`src/hdl/alt_pkg.sv`:
```
package alt_pkg;

    // blank hold buffer sizing
    localparam int BLANK_DEPTH = 16;
    localparam int CNT_W = $clog2(BLANK_DEPTH + 1);
    localparam int IDX_W = (BLANK_DEPTH > 1) ? $clog2(BLANK_DEPTH) : 1;

    // special characters
    localparam logic [7:0] CH_EQ    = 8'h3D;
    localparam logic [7:0] CH_COMMA = 8'h2C;
    localparam logic [7:0] CH_QUOTE = 8'h22;
    localparam logic [7:0] CH_SPACE = 8'h20;
    localparam logic [7:0] CH_TAB   = 8'h09;

    typedef enum logic [2:0] {
        PH_SKIP   = 3'd0,
        PH_KEY    = 3'd1,
        PH_VSTART = 3'd2,
        PH_QVAL   = 3'd3,
        PH_UVAL   = 3'd4
    } phase_t;

    typedef enum logic [1:0] {
        ROLE_KEY  = 2'd0,
        ROLE_VAL  = 2'd1,
        ROLE_PAIR = 2'd2,
        ROLE_LIST = 2'd3
    } role_t;

    typedef enum logic {
        ST_IDLE = 1'b0,
        ST_BUSY = 1'b1
    } ctrl_state_t;

    // controller to datapath
    typedef struct packed {
        logic accept;
        logic use_new;
        logic emit;
    } alt_cmd_t;

    // datapath to controller
    typedef struct packed {
        logic head_any;
        logic rem_any;
        logic out_free;
    } alt_status_t;

endpackage

```
`src/hdl/alt_ctrl.sv`:
```
module alt_ctrl (
    input  logic                clk,
    input  logic                rst_n,
    input  logic                in_valid,
    input  alt_pkg::alt_status_t status,
    output alt_pkg::alt_cmd_t    cmd,
    output logic                in_stall
);
    import alt_pkg::*;

    ctrl_state_t state_reg;
    ctrl_state_t state_next;

    // state register
    always_ff @(posedge clk or negedge rst_n)
    begin
        if (!rst_n)
        begin
            state_reg <= ST_IDLE;
        end
        else
        begin
            state_reg <= state_next;
        end
    end

    // next state and commands
    always_comb
    begin
        state_next  = state_reg;
        cmd.accept  = 1'b0;
        cmd.use_new = 1'b0;
        cmd.emit    = 1'b0;
        in_stall    = 1'b1;
        unique case (state_reg)
            ST_IDLE:
            begin
                cmd.use_new = 1'b1;
                in_stall    = !status.out_free;
                if (in_valid && status.out_free)
                begin
                    cmd.accept = 1'b1;
                    cmd.emit   = status.head_any;
                    if (status.head_any && status.rem_any)
                    begin
                        state_next = ST_BUSY;
                    end
                end
            end
            ST_BUSY:
            begin
                if (status.out_free)
                begin
                    cmd.emit = 1'b1;
                    if (!status.rem_any)
                    begin
                        state_next = ST_IDLE;
                    end
                end
            end
            default:
            begin
                state_next = ST_IDLE;
            end
        endcase
    end

endmodule

```
`src/hdl/alt_datapath.sv`:
```
module alt_datapath (
    input  logic                clk,
    input  logic                rst_n,
    input  logic [7:0]          text_char,
    input  logic                end_of_list,
    input  alt_pkg::alt_cmd_t    cmd,
    output alt_pkg::alt_status_t status,
    input  logic                out_stall,
    output logic                out_valid,
    output logic [1:0]          token_role,
    output logic [7:0]          out_char,
    output logic                blank_overflow,
    output logic                last_of_run
);
    import alt_pkg::*;

    // parse state
    phase_t             phase_reg, phase_next;
    logic               key_reg, key_next;
    logic [CNT_W-1:0]   held_reg, held_next;
    logic               ovf_reg, ovf_next;
    logic               tab_reg [BLANK_DEPTH];

    // pending results of the current byte
    logic [CNT_W-1:0]   fl_left_reg;
    logic [IDX_W-1:0]   fl_idx_reg;
    logic               ch_pend_reg, pair_pend_reg, list_pend_reg;
    role_t              role_reg;
    logic [7:0]         char_reg;
    logic               ovf_run_reg;

    // output register
    logic               out_valid_reg;
    role_t              out_role_reg;
    logic [7:0]         out_char_reg;
    logic               out_ovf_reg;
    logic               out_last_reg;

    // byte decode and plan
    logic               blank;
    logic               do_hold, do_clr, do_flush, do_emit, do_pair, ovf_set;
    role_t              emit_role;
    logic               key_mid;
    phase_t             phase_cur;

    // head selection
    logic [CNT_W-1:0]   src_fl_left;
    logic [IDX_W-1:0]   src_fl_idx;
    logic               src_ch, src_pair, src_list, src_ovf;
    role_t              src_role;
    logic [7:0]         src_char;
    logic [CNT_W-1:0]   rem_fl_left;
    logic [IDX_W-1:0]   rem_fl_idx;
    logic               rem_ch, rem_pair, rem_list;
    role_t              head_role;
    logic [7:0]         head_char;
    logic               held_room;

    assign blank     = (text_char == CH_SPACE) || (text_char == CH_TAB);
    assign held_room = (held_reg < CNT_W'(BLANK_DEPTH));
    assign phase_cur = phase_reg;

    // per-phase parse decision
    always_comb
    begin
        phase_next = phase_cur;
        key_mid    = key_reg;
        do_hold    = 1'b0;
        do_clr     = 1'b0;
        do_flush   = 1'b0;
        do_emit    = 1'b0;
        do_pair    = 1'b0;
        emit_role  = ROLE_KEY;
        unique case (phase_cur)
            PH_KEY:
            begin
                if (blank)
                begin
                    do_hold = 1'b1;
                end
                else if (text_char == CH_EQ)
                begin
                    do_clr     = 1'b1;
                    phase_next = PH_VSTART;
                end
                else if (text_char == CH_COMMA)
                begin
                    do_pair    = key_reg;
                    do_clr     = 1'b1;
                    key_mid    = 1'b0;
                    phase_next = PH_SKIP;
                end
                else
                begin
                    do_flush = 1'b1;
                    do_emit  = 1'b1;
                end
            end
            PH_VSTART:
            begin
                emit_role = ROLE_VAL;
                if (text_char == CH_QUOTE)
                begin
                    phase_next = PH_QVAL;
                end
                else if (text_char == CH_COMMA)
                begin
                    do_pair    = key_reg;
                    do_clr     = 1'b1;
                    key_mid    = 1'b0;
                    phase_next = PH_SKIP;
                end
                else
                begin
                    do_hold    = blank && key_reg;
                    do_emit    = !blank && key_reg;
                    phase_next = PH_UVAL;
                end
            end
            PH_UVAL:
            begin
                emit_role = ROLE_VAL;
                if (text_char == CH_COMMA)
                begin
                    do_pair    = key_reg;
                    do_clr     = 1'b1;
                    key_mid    = 1'b0;
                    phase_next = PH_SKIP;
                end
                else if (blank)
                begin
                    do_hold = key_reg;
                end
                else
                begin
                    do_flush = key_reg;
                    do_emit  = key_reg;
                end
            end
            PH_QVAL:
            begin
                emit_role = ROLE_VAL;
                if (text_char == CH_QUOTE)
                begin
                    do_pair    = key_reg;
                    do_clr     = 1'b1;
                    key_mid    = 1'b0;
                    phase_next = PH_SKIP;
                end
                else
                begin
                    do_emit = key_reg;
                end
            end
            default:
            begin
                // skip phase, unused codes land here too
                phase_next = PH_SKIP;
                if (blank || (text_char == CH_COMMA))
                begin
                    phase_next = PH_SKIP;
                end
                else if (text_char == CH_EQ)
                begin
                    key_mid    = 1'b0;
                    phase_next = PH_VSTART;
                end
                else
                begin
                    key_mid    = 1'b1;
                    do_emit    = 1'b1;
                    phase_next = PH_KEY;
                end
            end
        endcase
        // list end closes an open pair
        if (end_of_list && (phase_next != PH_SKIP))
        begin
            do_pair = key_mid;
        end
    end

    assign ovf_set = do_hold && !held_room;

    // next parse state
    always_comb
    begin
        held_next = held_reg;
        if (do_hold && held_room)
        begin
            held_next = held_reg + CNT_W'(1);
        end
        if (do_clr || do_flush || end_of_list)
        begin
            held_next = '0;
        end
        ovf_next = end_of_list ? 1'b0 : (ovf_reg || ovf_set);
    end

    // source of the next result: new byte or what is pending
    always_comb
    begin
        if (cmd.use_new)
        begin
            src_fl_left = do_flush ? held_reg : '0;
            src_fl_idx  = '0;
            src_ch      = do_emit;
            src_pair    = do_pair;
            src_list    = end_of_list;
            src_role    = emit_role;
            src_char    = text_char;
            src_ovf     = ovf_reg || ovf_set;
        end
        else
        begin
            src_fl_left = fl_left_reg;
            src_fl_idx  = fl_idx_reg;
            src_ch      = ch_pend_reg;
            src_pair    = pair_pend_reg;
            src_list    = list_pend_reg;
            src_role    = role_reg;
            src_char    = char_reg;
            src_ovf     = ovf_run_reg;
        end
    end

    // pick the head result and what remains
    always_comb
    begin
        rem_fl_left = src_fl_left;
        rem_fl_idx  = src_fl_idx;
        rem_ch      = src_ch;
        rem_pair    = src_pair;
        rem_list    = src_list;
        head_role   = ROLE_LIST;
        head_char   = '0;
        priority if (src_fl_left != '0)
        begin
            head_role   = src_role;
            head_char   = tab_reg[src_fl_idx] ? CH_TAB : CH_SPACE;
            rem_fl_left = src_fl_left - CNT_W'(1);
            rem_fl_idx  = src_fl_idx + IDX_W'(1);
        end
        else if (src_ch)
        begin
            head_role = src_role;
            head_char = src_char;
            rem_ch    = 1'b0;
        end
        else if (src_pair)
        begin
            head_role = ROLE_PAIR;
            rem_pair  = 1'b0;
        end
        else
        begin
            head_role = ROLE_LIST;
            rem_list  = 1'b0;
        end
    end

    assign status.head_any = (src_fl_left != '0) || src_ch || src_pair || src_list;
    assign status.rem_any  = (rem_fl_left != '0) || rem_ch || rem_pair || rem_list;
    assign status.out_free = !out_valid_reg || !out_stall;

    // parse state registers
    always_ff @(posedge clk or negedge rst_n)
    begin
        if (!rst_n)
        begin
            phase_reg <= PH_SKIP;
            key_reg   <= 1'b0;
            held_reg  <= '0;
            ovf_reg   <= 1'b0;
        end
        else if (cmd.accept)
        begin
            phase_reg <= end_of_list ? PH_SKIP : phase_next;
            key_reg   <= end_of_list ? 1'b0 : key_mid;
            held_reg  <= held_next;
            ovf_reg   <= ovf_next;
        end
    end

    // blank hold buffer
    always_ff @(posedge clk)
    begin
        if (cmd.accept && do_hold && held_room)
        begin
            tab_reg[held_reg[IDX_W-1:0]] <= (text_char == CH_TAB);
        end
    end

    // pending results
    always_ff @(posedge clk or negedge rst_n)
    begin
        if (!rst_n)
        begin
            fl_left_reg   <= '0;
            ch_pend_reg   <= 1'b0;
            pair_pend_reg <= 1'b0;
            list_pend_reg <= 1'b0;
        end
        else if (cmd.emit)
        begin
            fl_left_reg   <= rem_fl_left;
            ch_pend_reg   <= rem_ch;
            pair_pend_reg <= rem_pair;
            list_pend_reg <= rem_list;
        end
    end

    always_ff @(posedge clk)
    begin
        if (cmd.emit)
        begin
            fl_idx_reg <= rem_fl_idx;
        end
        if (cmd.accept)
        begin
            role_reg    <= src_role;
            char_reg    <= src_char;
            ovf_run_reg <= src_ovf;
        end
    end

    // output register
    always_ff @(posedge clk or negedge rst_n)
    begin
        if (!rst_n)
        begin
            out_valid_reg <= 1'b0;
        end
        else if (cmd.emit)
        begin
            out_valid_reg <= 1'b1;
        end
        else if (!out_stall)
        begin
            out_valid_reg <= 1'b0;
        end
    end

    always_ff @(posedge clk)
    begin
        if (cmd.emit)
        begin
            out_role_reg <= head_role;
            out_char_reg <= head_char;
            out_ovf_reg  <= src_ovf;
            out_last_reg <= !status.rem_any;
        end
    end

    assign out_valid      = out_valid_reg;
    assign token_role     = out_role_reg;
    assign out_char       = out_char_reg;
    assign blank_overflow = out_ovf_reg;
    assign last_of_run    = out_last_reg;

endmodule

```
`src/hdl/attribute_list_tokenizer_core.sv`:
```
// Attribute list tokenizer: takes a KEY=VALUE,... list one byte per transaction
// on the input channel (text_char, end_of_list) and gives tagged tokens on the
// output channel (token_role, out_char, blank_overflow, last_of_run).
// Both channels move a transaction when valid is high and stall is low.
// A byte's first token enters the output register as the byte is taken.
// A byte giving zero or one token leaves the input free: the next byte is taken
// in the following cycle unless the output stalls. A byte giving n tokens (held
// blanks flushed, a character, a pair end, a list end; at most BLANK_DEPTH + 3)
// yields one token per cycle while out_stall is low; in_stall is high meanwhile.
// A stall on the output holds the token in the output register and freezes
// the block; in_stall rises as long as the output register cannot take a token.
// Reset (rst_n low, asynchronous) returns to the skip phase with no held
// blanks, no pending tokens and an empty output register; no clearing pass.
module attribute_list_tokenizer_core (
    input  logic       clk,
    input  logic       rst_n,
    input  logic       in_valid,
    output logic       in_stall,
    input  logic [7:0] text_char,
    input  logic       end_of_list,
    output logic       out_valid,
    input  logic       out_stall,
    output logic [1:0] token_role,
    output logic [7:0] out_char,
    output logic       blank_overflow,
    output logic       last_of_run
);
    import alt_pkg::*;

    alt_cmd_t    cmd;
    alt_status_t status;

    // control sequencer
    alt_ctrl u_ctrl (
        .clk      (clk),
        .rst_n    (rst_n),
        .in_valid (in_valid),
        .status   (status),
        .cmd      (cmd),
        .in_stall (in_stall)
    );

    // parse state, blank buffer and output register
    alt_datapath u_datapath (
        .clk            (clk),
        .rst_n          (rst_n),
        .text_char      (text_char),
        .end_of_list    (end_of_list),
        .cmd            (cmd),
        .status         (status),
        .out_stall      (out_stall),
        .out_valid      (out_valid),
        .token_role     (token_role),
        .out_char       (out_char),
        .blank_overflow (blank_overflow),
        .last_of_run    (last_of_run)
    );

endmodule

```
`config.mk`:
```
export PLATFORM = sky130hd
export DESIGN_NAME = attribute_list_tokenizer_core
export DESIGN_NICKNAME = d
export VERILOG_FILES = /design/src/hdl/alt_pkg.sv /design/src/hdl/alt_ctrl.sv /design/src/hdl/alt_datapath.sv /design/src/hdl/attribute_list_tokenizer_core.sv
export SDC_FILE = /design/constraint.sdc
export NUM_CORES = 1
export LEC_CHECK = 0
export BUFFER_PORTS_ARGS = -buffer_cell sky130_fd_sc_hd__buf_2
export CORE_MARGIN = 1
export CORE_UTILIZATION = 60
export CTS_CLUSTER_DIAMETER = 80
export DETAILED_ROUTE_END_ITERATION = 8
export PLACE_DENSITY = 0.91
export SYNTH_ARGS = -nofsm -noshare
export SYNTH_HDL_FRONTEND = slang
export SYNTH_SLANG_ARGS = --single-unit
```
`constraint.sdc`:
```
create_clock -name clk -period 4 [get_ports clk]
set_input_delay 0.2 -clock clk [delete_from_list [all_inputs] [get_ports clk]]
set_output_delay 0.2 -clock clk [all_outputs]
set_load 0.01 [all_outputs]
```
==> impl_summary.txt <==
----------------------------------------------------
[STA]
  Hold violation count in the final report ... 0
  Clock Skew ... ~15 ps
  Slew margin rel. ... 0.426
  Shortest clock period the worst path allows after layout ... roughly 3600 ps
  Worst-case setup margin in the final layout ... between 300 and 400 ps
  Transition at the pin with the smallest max-transition slack ... about 850 ps
  Final setup violating endpoints ... 0
  Max-slew violation count ... 0
  Achievable clock frequency ... 277 MHz
  Share of the clock period used by the worst path after layout ... 0.904
  Setup repair after global routing missed its margin ... false
  Setup TNS ... 0 ps

[Synthesis]
  Number of warnings reported in the yosys synthesis log ... 0
  Leading register cell type out of synthesis ... sky130_fd_sc_hd__edfxtp_1
  Share of the synthesized area in the top cell type ... 0.323
  Post-synthesis adder-cell area fraction ... 0.0188
  Synth Cell Area ... between 3000 and 4000 um2
  Parity-gate share of the synthesized area counting xor and xnor cells ... 0.0241
  Yosys top cell by area ... sky130_fd_sc_hd__edfxtp_1
  Mux share of post-synthesis cell area ... 0.0488
  Cell variety after synth ... 83
  Share of flip-flops with an asynchronous set or reset after synthesis ... 0.317
  Largest cells by area after synthesis ... sky130_fd_sc_hd__edfxtp_1 32%, sky130_fd_sc_hd__dfrtp_1 13%, sky130_fd_sc_hd__nor2_1 3.2%
  Fraction of the mapped netlist area in compound gates ... 0.197
  Largest family of logic cells by synthesized area ... simple AND/OR/NAND/NOR gates
  Sequential area share after synthesis ... 0.448
  Post-Syn Instances ... 397
  Basic-gate share of the synthesized area counting and, or, nand and nor cells ... 0.216
  Post-Syn Nets ... 416
  Register bit total from synthesis ... 63
  Post-Synthesis Mean Instance Area ... 10.1 um2
  EDFF count, synth ... 43
  Most numerous cell in the Yosys netlist ... sky130_fd_sc_hd__edfxtp_1
  List of most frequent post-synthesis cells ... 43 x sky130_fd_sc_hd__edfxtp_1, 34 x sky130_fd_sc_hd__nor2_1, 31 x sky130_fd_sc_hd__nand2_1, 23 x sky130_fd_sc_hd__o21ai_0

[Setup path]
  Arrival time of data at the critical path endpoint ... 3710 ps
  Required time of the critical path ... approximately 4000 ps
  Critical setup path kind ... reg -> reg
  Kind of capture point of the worst setup path ... flip-flop
  Longest individual stage delay on the worst path ... roughly 590 ps
  Largest fanout on the critical path ... 15
  Launching element type of the critical path ... flip-flop
  Standard cell with the maximum stage delay on the critical path ... sky130_fd_sc_hd__dfrtp_1
  Ordered cell list for the critical path ... or3b_1 > a21oi_1 > a31oi_1 > a21boi_0 > inv_1 > ha_1 > and3_1 > a2111oi_2 > o21ba_2 > a211oi_1 > and2_1

[Power]
  PnR Total Power ... 2830 uW
  Power density of the placed cells ... about 650 nW/um2
  Pleak ... approximately 0.0016 uW
  Worst VDD drop ... between 0.0005 and 0.0006 V

[Routing]
  Aggregate routed wire length ... 9350 um
  DR vias/cell ... roughly 6.5
  Total iterations of the first detailed-routing run ... 5
  Detailed Route Iter0 Violations ... ~330
  Post-detailed-route DRC marker count ... 0
  Routed length per instance ... 18.7 um
  Number of nets still failing antenna checks after routing ... 0
  Total via count after detailed routing ... approximately 3200

[GRT]
  Maximum number of pins on one net before global-route repair ... 22
  Global-route wire length before repair ... between 15000 and 20000 um
  All-Layer GR Usage ... 0.282
  GRT overflow ... 0
  Via count of the first global-routing pass ... 3036
  Initial antenna violation count ... 0

[Placed design]
  Estimated wirelength of the detail-placed design ... 6650 um
  Routability congestion estimate from global placement ... slightly above 1
  Instance area at placement ... ~4200 um2
  DP Worst Slack ... around 500 ps
  Port-buffer cells ... 26

[Final layout]
  Synth-to-Final Area Change ... 9.24%
  Fraction of layout instances using a drive strength above 1 ... 0.203
  Final std cell area, no fill ... roughly 4400 um2
  Layout net count ... 438
  FILL cells ... 500
  Flip-flop count of the largest register, all copies and words added ... 16
  Final Core Density ... 0.684
  Number of diodes added for antenna fixing ... 0

[Clock network]
  Number of sinks driven by the clock tree ... 63
  Clock H-tree levels ... 3
  Clock transition at the registers of the reported paths ... approximately 80 ps
  Deepest clock path buffer count ... 2
  Root buffer cell ... sky130_fd_sc_hd__clkbuf_8
  TritonCTS Buffers ... 9
  TritonCTS clock tree ... built
  Post-CTS Setup Repair Bufs ... 0
  Insertion delay to the later sink of the worst-skew pair ... around 360 ps

[Status]
  Status ... complete, no violations

[Job]
  Count of maximum capacitance violations ... 0

[Min path]
  Worst min-delay path category ... in -> reg

[Die]
  Effective utilization at floorplan ... 0.626
  Core Footprint ... about 6400 um2
  Boundary pin count ... 27
  Die area ... between 6000 and 7000 um2
  Row count ... 29
  X dimension of the die ... roughly 84 um
  Die Ht ... around 84 um

----------------------------------------------------
==> worst max-delay path, delay by kind of cell (launching register included) <==
kind | cells | cell delay (ps)
and+or+nand+nor | 3 | 880
buffers and inverters | 1 | 160
AOI/OAI and AO/OA | 6 | 1400
adders and majority gates | 1 | 340
DFF | 1 | 590
==> through the flow <==
| stage | std cells | hold slack [ps] |
|---|---|---|
| finish | 501 | 131 |
| global placement | 484 | 178 |
| CTS | 501 | 126 |
| detailed placement | 484 | 180 |
| floorplan | 397 | -95.6 |
| global route | 501 | 153 |
==> layout make-up <==
type / instances / area, um2 / share of cell area
clock buffer: 9 / 124 / 0.0284
clock inverter: 7 / 72.6 / 0.0166
inverter: 19 / 73.8 / 0.0169
multi-input combinational: 292 / 2010 / 0.461
sequential: 63 / 1790 / 0.410
tap: 77 / 96.3 / 0.0221
timing repair buffer: 34 / 193 / 0.0441
==> cells by family (layout without fill, tap and decap cells) <==
logic type / Yosys count / in the layout
XOR/XNOR: 11 / 11
AND/OR/NAND/NOR: 151 / 151
adder cells (fa/ha/maj): 6 / 6
flip-flops: 63 / 63
multiplexers: 17 / 17
buffers and inverters: 42 / 69
AO/OA/AOI/OAI: 107 / 107
==> cell usage in the layout, fill, tap and decap left out, types with 5 or more instances in the layout <==
master | Yosys | layout
sky130_fd_sc_hd__and3_1 | 5 | 5
sky130_fd_sc_hd__mux2_2 | 10 | 10
sky130_fd_sc_hd__nand3_1 | 9 | 9
sky130_fd_sc_hd__clkbuf_8 | 0 | 9
sky130_fd_sc_hd__nand4_1 | 7 | 7
sky130_fd_sc_hd__buf_2 | 8 | 26
sky130_fd_sc_hd__and2_1 | 6 | 6
sky130_fd_sc_hd__nand2_1 | 31 | 31
sky130_fd_sc_hd__o21ai_0 | 23 | 23
sky130_fd_sc_hd__nor3_1 | 12 | 12
sky130_fd_sc_hd__inv_1 | 18 | 18
sky130_fd_sc_hd__nor2_1 | 34 | 34
sky130_fd_sc_hd__edfxtp_1 | 43 | 43
sky130_fd_sc_hd__nand2b_1 | 9 | 9
sky130_fd_sc_hd__ha_1 | 6 | 6
sky130_fd_sc_hd__mux2i_1 | 6 | 6
sky130_fd_sc_hd__dfrtp_1 | 20 | 20
sky130_fd_sc_hd__nor2b_1 | 8 | 8
sky130_fd_sc_hd__xor2_1 | 6 | 6
sky130_fd_sc_hd__a21oi_1 | 20 | 20
sky130_fd_sc_hd__buf_4 | 1 | 7
sky130_fd_sc_hd__a31oi_1 | 6 | 6
sky130_fd_sc_hd__xnor2_1 | 5 | 5
==> final timing paths <==
check,from,endpoint,slack [ps],cells past startpoint
setup / recovery,u_datapath.phase_cur[0],u_datapath.last_of_run,380,11
hold / removal,out_stall,u_datapath.out_valid,130,3
setup reg to reg,u_datapath.phase_cur[0],u_datapath.last_of_run,380,11
hold reg to reg,u_datapath.fl_left_reg[1],u_datapath.fl_left_reg[1],490,1
max in group asynchronous,rst_n,u_datapath.ch_pend_reg,3340,2
min in group asynchronous,rst_n,u_datapath.out_valid,320,2
==> what timing repair did <==
| action | in CTS | in global routing |
|---|---|---|
| endpoints found under the setup margin | 0 | 0 |
| hold buffers | 1 | 0 |
| gates resized for setup | 0 | 0 |
| endpoints found under the hold margin | 20 | 0 |
==> report_power, final <==
group          internal [uW]  switching (uW)  total (uW)
clock network            288             265         553
registers                880             118         998
logic                    534             741        1280
==> metal layers <==
layer / share of wire / GRT usage / vias up / wire length [um]
met3: 0.065 / 0.0692 / 22 / 611
li1: - / - / 1538 / -
met1: 0.44 / 0.390 / 1543 / 4150
met5: 0 / 0 / - / 0
met4: 0.022 / 0.0955 / 0 / 209
met2: 0.47 / 0.435 / 143 / 4380
(Power assumes the default switching activity.)
